## src/rtl/arrt_pkg.sv

```systemverilog
// ----------------------------------------------------------------------------
// arrt_pkg
// Shared types and defaults of the address range region table.
// ----------------------------------------------------------------------------
package arrt_pkg;

    localparam int TABLE_DEPTH  = 16;
    localparam int ADDRESS_BITS = 48;
    localparam int HANDLE_BITS  = 16;

    typedef enum logic [1:0] {
        OP_ADD    = 2'd0,
        OP_REMOVE = 2'd1,
        OP_FIND   = 2'd2,
        OP_UNUSED = 2'd3
    } t_op;

    typedef enum logic [1:0] {
        ST_OK      = 2'd0,
        ST_MISS    = 2'd1,
        ST_IGNORED = 2'd2,
        ST_FULL    = 2'd3
    } t_status;

    typedef enum logic [2:0] {
        CMD_IDLE,
        CMD_ADD,
        CMD_PURGE,
        CMD_COMPACT,
        CMD_FIND
    } t_cmd;

    // broadcast from the sequencer to every cell
    typedef struct packed {
        t_cmd cmd;
        logic parity;
    } t_cell_ctl;

endpackage

```

## src/rtl/arrt_cell.sv

```systemverilog
// ----------------------------------------------------------------------------
// arrt_cell
// One table slot: holds a region, appends, purges, compacts with its
// neighbors and forwards the first find hit toward slot zero.
// ----------------------------------------------------------------------------
module arrt_cell #(
    parameter int ADDRESS_BITS = arrt_pkg::ADDRESS_BITS,
    parameter int HANDLE_BITS  = arrt_pkg::HANDLE_BITS,
    parameter bit IDX_ODD      = 1'b0
) (
    input  logic                    i_clk,
    input  logic                    i_rst_n,
    input  arrt_pkg::t_cell_ctl     i_ctl,
    input  logic [HANDLE_BITS-1:0]  i_hnd,
    input  logic [ADDRESS_BITS-1:0] i_addr,
    input  logic [ADDRESS_BITS-1:0] i_len,
    input  logic                    i_prev_valid,
    input  logic                    i_next_valid,
    input  logic [HANDLE_BITS-1:0]  i_next_handle,
    input  logic [ADDRESS_BITS-1:0] i_next_base,
    input  logic [ADDRESS_BITS-1:0] i_next_size,
    input  logic                    i_next_hit,
    input  logic [HANDLE_BITS-1:0]  i_next_hit_handle,
    input  logic [ADDRESS_BITS-1:0] i_next_hit_offset,
    output logic                    o_valid,
    output logic [HANDLE_BITS-1:0]  o_handle,
    output logic [ADDRESS_BITS-1:0] o_base,
    output logic [ADDRESS_BITS-1:0] o_size,
    output logic                    o_hit,
    output logic [HANDLE_BITS-1:0]  o_hit_handle,
    output logic [ADDRESS_BITS-1:0] o_hit_offset
);

    logic                    r_valid;
    logic [HANDLE_BITS-1:0]  r_handle;
    logic [ADDRESS_BITS-1:0] r_base;
    logic [ADDRESS_BITS-1:0] r_size;
    logic                    r_hit;
    logic [HANDLE_BITS-1:0]  r_hit_handle;
    logic [ADDRESS_BITS-1:0] r_hit_offset;

    logic [ADDRESS_BITS-1:0] w_off;
    logic [ADDRESS_BITS-1:0] w_room;
    logic                    w_hit;
    logic                    w_upper;

    assign w_off   = i_addr - r_base;
    assign w_room  = r_size - w_off;
    assign w_hit   = r_valid && (i_addr >= r_base) && (w_off <= r_size) && (i_len <= w_room);
    // upper slot of the pair being compacted this round
    assign w_upper = (i_ctl.parity == IDX_ODD);

    always_ff @(posedge i_clk) begin
        if (!i_rst_n) begin
            r_valid <= 1'b0;
        end else begin
            unique case (i_ctl.cmd)
                arrt_pkg::CMD_ADD: begin
                    if (!r_valid && i_prev_valid) r_valid <= 1'b1;
                end
                arrt_pkg::CMD_PURGE: begin
                    if (r_valid && (r_handle == i_hnd)) r_valid <= 1'b0;
                end
                arrt_pkg::CMD_COMPACT: begin
                    if (w_upper) begin
                        if (!r_valid && i_next_valid) r_valid <= 1'b1;
                    end else if (!i_prev_valid && r_valid) begin
                        // entry moved up into the empty neighbor
                        r_valid <= 1'b0;
                    end
                end
                default: ;
            endcase
        end
    end

    always_ff @(posedge i_clk) begin
        if (i_ctl.cmd == arrt_pkg::CMD_ADD && !r_valid && i_prev_valid) begin
            r_handle <= i_hnd;
            r_base   <= i_addr;
            r_size   <= i_len;
        end else if (i_ctl.cmd == arrt_pkg::CMD_COMPACT && w_upper && !r_valid
                     && i_next_valid) begin
            r_handle <= i_next_handle;
            r_base   <= i_next_base;
            r_size   <= i_next_size;
        end
    end

    // own hit wins over anything later in insertion order
    always_ff @(posedge i_clk) begin
        if (i_ctl.cmd == arrt_pkg::CMD_FIND) begin
            r_hit        <= w_hit || i_next_hit;
            r_hit_handle <= w_hit ? r_handle : i_next_hit_handle;
            r_hit_offset <= w_hit ? w_off : i_next_hit_offset;
        end
    end

    assign o_valid      = r_valid;
    assign o_handle     = r_handle;
    assign o_base       = r_base;
    assign o_size       = r_size;
    assign o_hit        = r_hit;
    assign o_hit_handle = r_hit_handle;
    assign o_hit_offset = r_hit_offset;

endmodule

```

## config.mk

```make
export PLATFORM = sky130hd
export DESIGN_NAME = arrt_cell
export DESIGN_NICKNAME = d
export VERILOG_FILES = /design/src/rtl/arrt_pkg.sv /design/src/rtl/arrt_cell.sv
export SDC_FILE = /design/constraint.sdc
export NUM_CORES = 1
export LEC_CHECK = 0
export BUFFER_PORTS_ARGS = -buffer_cell sky130_fd_sc_hd__buf_2
export CORE_AREA = 2 2 186 188
export CTS_CLUSTER_SIZE = 8
export DETAILED_ROUTE_END_ITERATION = 12
export DIE_AREA = 0 0 188 190
export PLACE_DENSITY_LB_ADDON = 0.12
export REMOVE_ABC_BUFFERS = 1
export SLEW_MARGIN = 10
export SYNTH_ARGS = -nofsm -noshare
export SYNTH_HDL_FRONTEND = slang
export SYNTH_SLANG_ARGS = --single-unit
```

## constraint.sdc

```tcl
create_clock -name i_clk -period 18.07 [get_ports i_clk]
set_clock_uncertainty 0.1 [all_clocks]
set_input_delay 2.7105 -clock i_clk [delete_from_list [all_inputs] [get_ports i_clk]]
set_output_delay 2.7105 -clock i_clk [all_outputs]
set_load 0.01 [all_outputs]
```

Yosys cells after proc, flatten, opt, wreduce, memory -nomap -nowiden:

Cells that the tools add are included.

* add/sub/neg operators: 2
* magnitude comparators: 3
* equality and inequality tests: 9
* multiplexer cells: 14
* bitwise operators: 1
* reduce and logical (&&, ||, !) cells: 18

Operators with widths (number)
* 2-to-1 mux 48 bit: 5
* <= comparator 48 bit: 2
* subtractor 48 bit: 2
* greater-or-equal comparator 48 bit: 1
* 2-to-1 mux 16 bit: 3
* == test 16 bit: 1
* logical AND 1 bit: 12
* == test 3 x 2 -> 1 bit, second input constant: 2
* != test 3 bit, second input constant: 2
* 2-to-1 mux 1 bit: 5
* AND reduction 5 bit: 1
* != test 2 bit, second input constant: 2
* == test 3 x 1 -> 1 bit, second input constant: 1
* == test 3 bit, second input constant: 1
* one-hot mux 1 bit (3 select lines): 1
* nonzero test 3 bit: 1
* logical NOT 1 bit: 2
* nonzero test 2 bit: 1
* logical OR 1 bit: 1
* inverter 1 bit: 1

* bits in registers: 178
* input bits: 297
* logic and storage cells: 54

Logic depth before layout (Yosys ltp):

Gate-level depths: netlist of the first run.

* word-level depth: 6
* depth in mapped cells: 40

Worst setup path before layout of the first run:

Ideal clock, no wire load.

* path type: input to register
* start point: input i_addr[0]
* end point: register r_hit_handle[14], in the netlist o_hit_handle[14], data pin
* library setup time: 0.260 ns
* arrival time: 9.715 ns
* required time: 17.710 ns
* path slack: 7.995 ns
* stages: 38
* buffers on the path: 2
* cells stage by stage: inv_1 ha_1 fa_1 nand2b_1 a211oi_1 o311a_4 nor4_4 o21ai_0 a21o_1 a21oi_1 o21ai_0 mux2_2 a2111oi_0 ha_1 and2_1 nand2_1 nor2_1 a211oi_1 [2 not listed] nand3_1 a21bo_2 or3_1 nand3b_1 ha_1 a21o_1 a21o_1 a21oi_1 o21ai_0 a21oi_1 o21ai_0 nor3_1 o21ai_0 a211oi_1 o311ai_2 buf_6 buf_6 mux2_4

* cells in the longest elaborated chain, start to end: 5
* elaborated cells on any way between the ends: 9
* those cells by class: 2 x add/sub; 3 x order compare; 1 x mux; 3 x reduce/logical

RTL lines
* from (decl): line arrt_cell.sv:15 `input logic [ADDRESS_BITS-1:0] i_addr,`
* subtractor 48 bit or greater-or-equal comparator 48 bit (tied branches): line arrt_cell.sv:47, arrt_cell.sv:49
* subtractor 48 bit, or another cell as far along: line arrt_cell.sv:48 `assign w_room = r_size - w_off;`
* <= comparator 48 bit or logical AND 1 bit (tied branches): line arrt_cell.sv:49 `assign w_hit = r_valid && (i_addr >= r_base) && (w_off <= r_size) && (i_len <= w_room);`
* logical AND 1 bit (*): line arrt_cell.sv:49
* 2-to-1 mux 16 bit (*): line arrt_cell.sv:94 `r_hit_handle <= w_hit ? r_handle : i_next_hit_handle;`
* to (signal assigned): line arrt_cell.sv:94
* to (decl): line arrt_cell.sv:39 `logic [HANDLE_BITS-1:0] r_hit_handle;`

Mark *: on every way between the ends. The rest lies on a longest branch, timed or not.
A chain may end at the register's enable or synchronous reset.

Final worst setup path of the first run:

* start point: input i_addr[3]
* end point: register r_hit_offset[1], in the netlist o_hit_offset[1], data pin

* cells in the longest elaborated chain, start to end: 5
* elaborated cells on any way between the ends: 9
* those cells by class: 2 x add/sub; 3 x order compare; 1 x mux; 3 x reduce/logical

RTL lines
* subtractor 48 bit or greater-or-equal comparator 48 bit (tied branches): line arrt_cell.sv:47, arrt_cell.sv:49
* subtractor 48 bit, or another cell as far along: line arrt_cell.sv:48
* <= comparator 48 bit or logical AND 1 bit (tied branches): line arrt_cell.sv:49
* logical AND 1 bit (*): line arrt_cell.sv:49
* 2-to-1 mux 48 bit (*): line arrt_cell.sv:95 `r_hit_offset <= w_hit ? w_off : i_next_hit_offset;`
* to (signal assigned): line arrt_cell.sv:95
* to (decl): line arrt_cell.sv:40 `logic [ADDRESS_BITS-1:0] r_hit_offset;`

Marked as above.

==> impl_results.md, run 1 <==
- WP data arrival: 11.76 ns
- Total Neg Setup Slack: 0 ns
- Number of global-route vias before repair: 12400
- Post-synth EDFFs: 177
- DIE HEIGHT: 190 µm
- Worst slew pin tran: 1.00 ns
- Core area: 0.0339 mm²
- # port buffers: 474
- Drt initial violations: 751
- Maxcap violations: 0
- Comb pwr share: 34.9%
- Internal power: 0.000916 W
- GR Util met3: 4.76%
- CP startpoint kind: input port
- Sw frac: 33.5%
- Cell row count: 68
- Top Ports: 475
- Synth warn: 0
- Vias/cell: 5.49
- CTS tree: yes
- Crit Path Category: input port to flop
- Yosys cell types: 75
- First-pass GRT wire length: 70.8 mm
- Final setup fails: 0
- Routed via count: 12800
- Final hold slack: 0.511 ns
- Slew headroom: 33.4%
- Crit. End Element: flop
- Longest Clk Path Bufs: 2
- CP Max Fanout: 40
- Ys flop type: edfxtp_1
- Detailed placement HPWL: 38.7 mm
- Final net count: 2306
- Leak: 8.43 nW
- Seq/Total Area, Yosys: 36.9%
- PD cells: 76.8 mW/mm²
- Fmax: 0.0858 GHz
- Req. time, crit path: 18.18 ns
- Post-CTS setup buffers: 0
- DR WL/cell: 20.2 µm
- Pin count of the biggest net entering global routing: 72
- Final Hold Fails: 0
- CP peak stage delay: 0.56 ns
- Die ar.: 0.0357 mm²
- Slowest stage cell, crit path: o41ai_1
- Max-slew violation count: 0
- CTS hold repair buffers: 0
- Final RePlAce weighted congestion: 0.930
- Crit path time final: 11.65 ns
- Clock root buffer: clkbuf_16
- Top post-synthesis cells by area: edfxtp_1 (37%), ha_1 (12%), mux2_2 (9.8%)
- Initial core utilization: 42.6%
- CTS resizes: 0
- Gr ovfl total: 0
- Initial antenna violation count: 6
- GRT met1 Usage: 32.7%
- Cells after synthesis: 1405
- Total wire length: 47.3 mm
- DR pass1 iterations: 6
- Worst Hold Class: flop to flop
- Area growth syn-to-layout: 24.1%
- Clock sinks: 178
- Worst-path clk slew: 0.07 ns
- Layout cell share with drive strength beyond 1: 35.3%
- Clock power frac: 30.5%
- Net switching power: 0.000462 W
- Busiest grt layer: met2
- Status: completed
- Fin crit share: 64.5%
- RSZ-0062 raised after global routing: no
- Synthesized flop and latch total: 178
- Num CTS Buffers: 17
- Peak supply drop: 69.6 µV
- Post-Synthesis Mean Instance Area: 10.3 µm²
- Flop pwr share: 34.5%
- Met2 global-route usage: 44.1%
- Synthesized area: 0.0145 mm²
- CP most frequent cell: a21oi_1
- Filler Cell Count: 3226
- DR DRC count: 0
- GRT Total Usage: 25.9%
- Post-synth ARST share: 0%
- Clk Latency, worst-skew pair: 0.46 ns
- Synth top area share: 36.8%
- Antenna Violating Nets Remaining: 0
- H-tree levels: 4
- Die width: 188 µm
- Top cell type by total area after synthesis: edfxtp_1
-- kinds of logic after synthesis --
kind of cell | share of synthesized area, %
fa+ha+maj | 12.6
simple gates | 10.3
buf+inv | 4.85
flops | 36.9
xor+xnor | 5.94
mux | 13.4
compound gates | 15.9
-- worst max-delay path: cells and delay by family --
family	cells	cell delay, ns
compound gates	22	5.53
simple gates	6	1.44
fa+ha+maj	3	0.98
buf+inv	2	0.46
mux	1	0.38
xor+xnor	1	0.14
-- metrics by stage --
step	instance area [µm²]	util, %	total power [W]	cells	setup slack [ns]
finish	17900	52.9	0.00138	2339	6.42
detailed placement	17300	50.9	0.000961	2302	6.13
global route	17900	52.9	0.00146	2338	5.98
floorplan	14300	-	0.000819	1365	6.47
global placement	17300	50.9	0.000957	2302	6.11
CTS	17900	52.8	0.00139	2334	6.57
-- power groups by stage --
| stage | combinational (W) | clock, W | sequential (W) |
|---|---|---|---|
| 6_report | 0.000482 | 0.000421 | 0.000476 |
| 5_1_grt | 0.000538 | 0.000443 | 0.000477 |
| 4_1_cts | 0.000480 | 0.000430 | 0.000476 |
| 3_5_place_dp | 0.000476 | 0 | 0.000486 |
| 3_3_place_gp | 0.000472 | 0 | 0.000486 |
| 2_1_floorplan | 0.000327 | 0 | 0.000492 |
-- layout by cell type, fill, tap and decap left out, types with 12 or more instances in the layout --
cell type and n:
a211oi_1 12, a21o_1 54, a21oi_1 98, buf_2 474
clkbuf_16 17, edfxtp_1 177, ha_1 141, inv_1 134
mux2_2 126, mux2i_1 45, nand2_1 63, nand2b_1 16
nand3_1 32, nand4_1 30, nor2_1 46, nor2b_1 14
nor3_1 16, nor4_1 15, o21ai_0 71, o21bai_1 12
xnor2_1 62, xor2_1 36
-- worst paths after layout --
check / startpoint / endpoint / slack (ns) / cells past startpoint
worst max register to register: o_base[1] / o_hit_offset[1] / 8.37 / 36
worst min-delay path: o_valid / o_valid / 0.51 / 2
worst max-delay path: i_addr[3] / o_hit_offset[1] / 6.42 / 35
worst min register to register: o_valid / o_valid / 0.51 / 2
-- cells in the mapped netlist, types with 5 or more instances --
| master | count |
|---|---|
| and3_1 | 8 |
| o31a_1 | 6 |
| a21o_1 | 54 |
| a211oi_1 | 12 |
| edfxtp_1 | 177 |
| nand4_1 | 30 |
| nor2_1 | 47 |
| a21boi_0 | 6 |
| mux2i_1 | 45 |
| nand2b_1 | 16 |
| nor2b_1 | 14 |
| o31ai_1 | 6 |
| o21ai_0 | 71 |
| buf_2 | 5 |
| nor4_1 | 15 |
| a221oi_1 | 5 |
| clkbuf_1 | 27 |
| o21bai_1 | 12 |
| nand3_1 | 32 |
| o21a_1 | 10 |
| mux2_4 | 5 |
| ha_1 | 141 |
| a31oi_1 | 10 |
| nand2_1 | 63 |
| inv_1 | 134 |
| a211o_1 | 6 |
| xor2_1 | 36 |
| o211ai_1 | 10 |
| and4_1 | 5 |
| xnor2_1 | 62 |
| and2_1 | 10 |
| or3_1 | 9 |
| a311oi_1 | 5 |
| mux2_2 | 126 |
| nor3_1 | 16 |
| a21oi_1 | 98 |
-- cell type report --
class	instances	area (µm²)	share of cell area, %
multi-input combinational	1052	8450	47.1
sequential	178	5340	29.7
timing repair buffer	482	2430	13.6
tap	455	569	3.17
inverter	135	507	2.82
clock buffer	17	425	2.37
clock inverter	15	220	1.23
antenna	5	12.5	0.0697
-- routing by layer --
layer,routed length [µm],share of wire (%)
met5,9,0.019
met4,1500,3.2
met3,2660,5.6
met2,22900,48
met1,20200,43
-- sequential cells by signal, indices dropped and copies added, names as in the netlist --
register	count
o_base	48
o_handle	16
o_hit	1
o_hit_handle	16
o_hit_offset	48
o_size	48
o_valid	1
Power figures use the tool's default switching activity.
==> inputs of run 2 (changes only) <==
ABC_AREA = 1   (was unset)
clock period = 9.8 ns   (was 18.07 ns; I/O delays follow)
==> impl_results.md, run 2 <==
- Status: completed
- Slowest stage cell, crit path: nand2_2
- Crit path time final: 8.66 ns
- PD cells: 136 mW/mm²
- CP startpoint kind: input port
- CP Max Fanout: 33
- CTS hold repair buffers: 0
- Post-synthesis mux area share: 0%
- H-tree levels: 4
- Final setup fails: 0
- Yosys cell types: 46
- Largest family of logic cells by synthesized area: simple AND/OR/NAND/NOR gates
- Cells after synthesis: 2048
- Slew headroom: 30.6%
- CP peak stage delay: 0.58 ns
- Req. time, crit path: 10.02 ns
- Post-Synthesis Mean Instance Area: 7.36 µm²
- XOR/XNOR share of the synthesized area: 5.58%
- Hold_sp: o_handle[11]
- Die width: 188 µm
- DIE HEIGHT: 190 µm
- Die ar.: 0.0357 mm²
- Max-slew violation count: 0
- DR DRC count: 0
- Crit. End Element: flop
- Synth warn: 0
- Post-synthesis compound-gate area fraction: 10.1%
- Total wire length: 54.6 mm
- Area growth syn-to-layout: 22.2%
- Number of global-route vias before repair: 14600
- Top post-synthesis cells by area: edfxtp_1 (35%), nand2_1 (18%), ha_1 (12%)
- Vias/cell: 5.15
- Final Hold Fails: 0
- Worst Setup SP: i_addr[2]
- Synth top area share: 35.3%
- Post-synth ARST share: 0%
- GRT Total Usage: 30.0%
- Num CTS Buffers: 17
- Fmax: 0.116 GHz
- WL met3: 3.52 mm
- Detailed placement HPWL: 44.8 mm
- Met1 Routed Length: 24.5 mm
- RSZ-0062 raised after global routing: no
- Reg2Reg Launch Point: o_base[2]
- CTS resizes: 0
- DR WL/cell: 18.4 µm
- Commonest non-fill, non-tap cell in the layout: nand2_1
- Total Neg Setup Slack: 0 ns
- # port buffers: 474
- Worst slew pin tran: 1.04 ns
- Layout cell share with drive strength beyond 1: 22.5%
- Core area: 0.0339 mm²
- First-pass GRT wire length: 81.7 mm
- Crit Path Category: input port to flop
- Clock sinks: 178
- Routed wl met2: 24.9 mm
- Synthesized area: 0.0151 mm²
- Routed via count: 15300
- Post-synth EDFFs: 177
- Cell row count: 68
- Worst Hold Class: flop to flop
- Pin count of the biggest net entering global routing: 66
- Top Metal Used: met5
- CP most frequent cell: nand2_1
- Initial antenna violation count: 4
- Adder-Cell Fraction of Synth Area: 12.0%
- Post-Synth Simple-Gate Area: 28.7%
- Fin crit share: 88.3%
- Final RePlAce weighted congestion: 0.977
- Leak: 9.46 nW
- Seq/Total Area, Yosys: 35.4%
- Gr ovfl total: 0
- CTS tree: yes
- Maxcap violations: 0
- Post-CTS setup buffers: 0
- WP data arrival: 8.87 ns
- Ys flop type: edfxtp_1
- Synthesized flop and latch total: 178
- Longest Clk Path Bufs: 2
- Antenna Violating Nets Remaining: 0
- DR pass1 iterations: 5
- Most frequent cells in the layout: nand2_1 (737), buf_2 (474), inv_1 (251), edfxtp_1 (177), ha_1 (141)
- Peak supply drop: 130 µV
- Top-count cell post-synth: nand2_1
- Clk Latency, worst-skew pair: 0.46 ns
- Drt initial violations: 1111
- Clock root buffer: clkbuf_16
- Initial core utilization: 44.4%
- Worst-path clk slew: 0.07 ns
- Final design utilization: 54.2%
- Post-synth top cells: nand2_1 (738), inv_1 (252), edfxtp_1 (177), ha_1 (141)
- Top cell type by total area after synthesis: edfxtp_1
- Final net count: 2944
- Top Ports: 475
-- run 2: changes by cell type after synthesis, sizes merged, moves of 11 or more --
cell | previous run | this run
nor2b | 14 | 0
nor2 | 47 | 139
a211oi | 14 | 2
a21o | 54 | 8
mux2i | 45 | 0
inv | 135 | 262
nor4 | 16 | 5
nand2b | 16 | 0
nand3 | 32 | 115
mux2 | 131 | 0
a31oi | 10 | 22
nand2 | 63 | 749
o21ai | 73 | 59
a21oi | 98 | 132
-- run 2: power breakdown --
part	leakage (nW)	switching, W	internal (W)
registers	1.63	0.0000142	0.000868
logic	7.57	0.000621	0.000361
clock network	0.257	0.000314	0.000331
total	9.46	0.000949	0.00156
-- run 2: worst paths after layout --
path,end,slack (ns),depth (start not counted)
setup / recovery,o_hit_offset[31],1.14,36
setup reg to reg,o_hit_offset[31],1.85,36
hold / removal,o_hit_handle[11],0.53,2
hold reg to reg,o_hit_handle[11],0.53,2
-- run 2: metal layers --
metal  vias up  global-route usage [%]
met3        80                    4.32
li1       7634                       -
met2       597                    48.5
met1      7006                    41.0
met5         -                       0
met4         2                    11.1
-- run 2: cell families (layout without fill, tap and decap cells) --
family                   after synthesis  in the layout
AND/OR/NAND/NOR                     1055           1055
buffers and inverters                308            777
AO/OA/AOI/OAI                        268            268
flip-flops                           178            178
adder cells (fa/ha/maj)              143            143
XOR/XNOR                              96             96
other                                  0              2
-- run 2: per-stage QoR --
step	worst slack, ns	power (W)	instance area [µm²]	hold WS, ns	cells
floorplan	-0.661	0.00154	14800	0.426	2002
global placement	0.835	0.00186	17900	0.512	2940
detailed placement	0.701	0.00186	17900	0.521	2940
CTS	1.15	0.00251	18400	0.536	2972
global route	0.709	0.00266	18400	0.566	2973
finish	1.14	0.00251	18400	0.529	2974
-- run 2: worst max-delay path, delay by kind of cell --
kind	cells	cell delay (ns)
adders and majority gates	3	1.05
xor gates and xnor gates	2	0.37
and+or+nand+nor	16	2.94
AOI/OAI and AO/OA	10	2.31
buffers and inverters	5	0.68
-- run 2: cell type report --
type,instances,area (µm²)
Timing Repair Buffer,483,2450
Clock buffer,20,447
Antenna cell,2,5.00
Fill cell,3444,15500
Clock inverter,12,86.3
Sequential cell,178,5340
Inverter,262,986
Multi-Input combinational cell,1562,8530
Tap cell,455,569
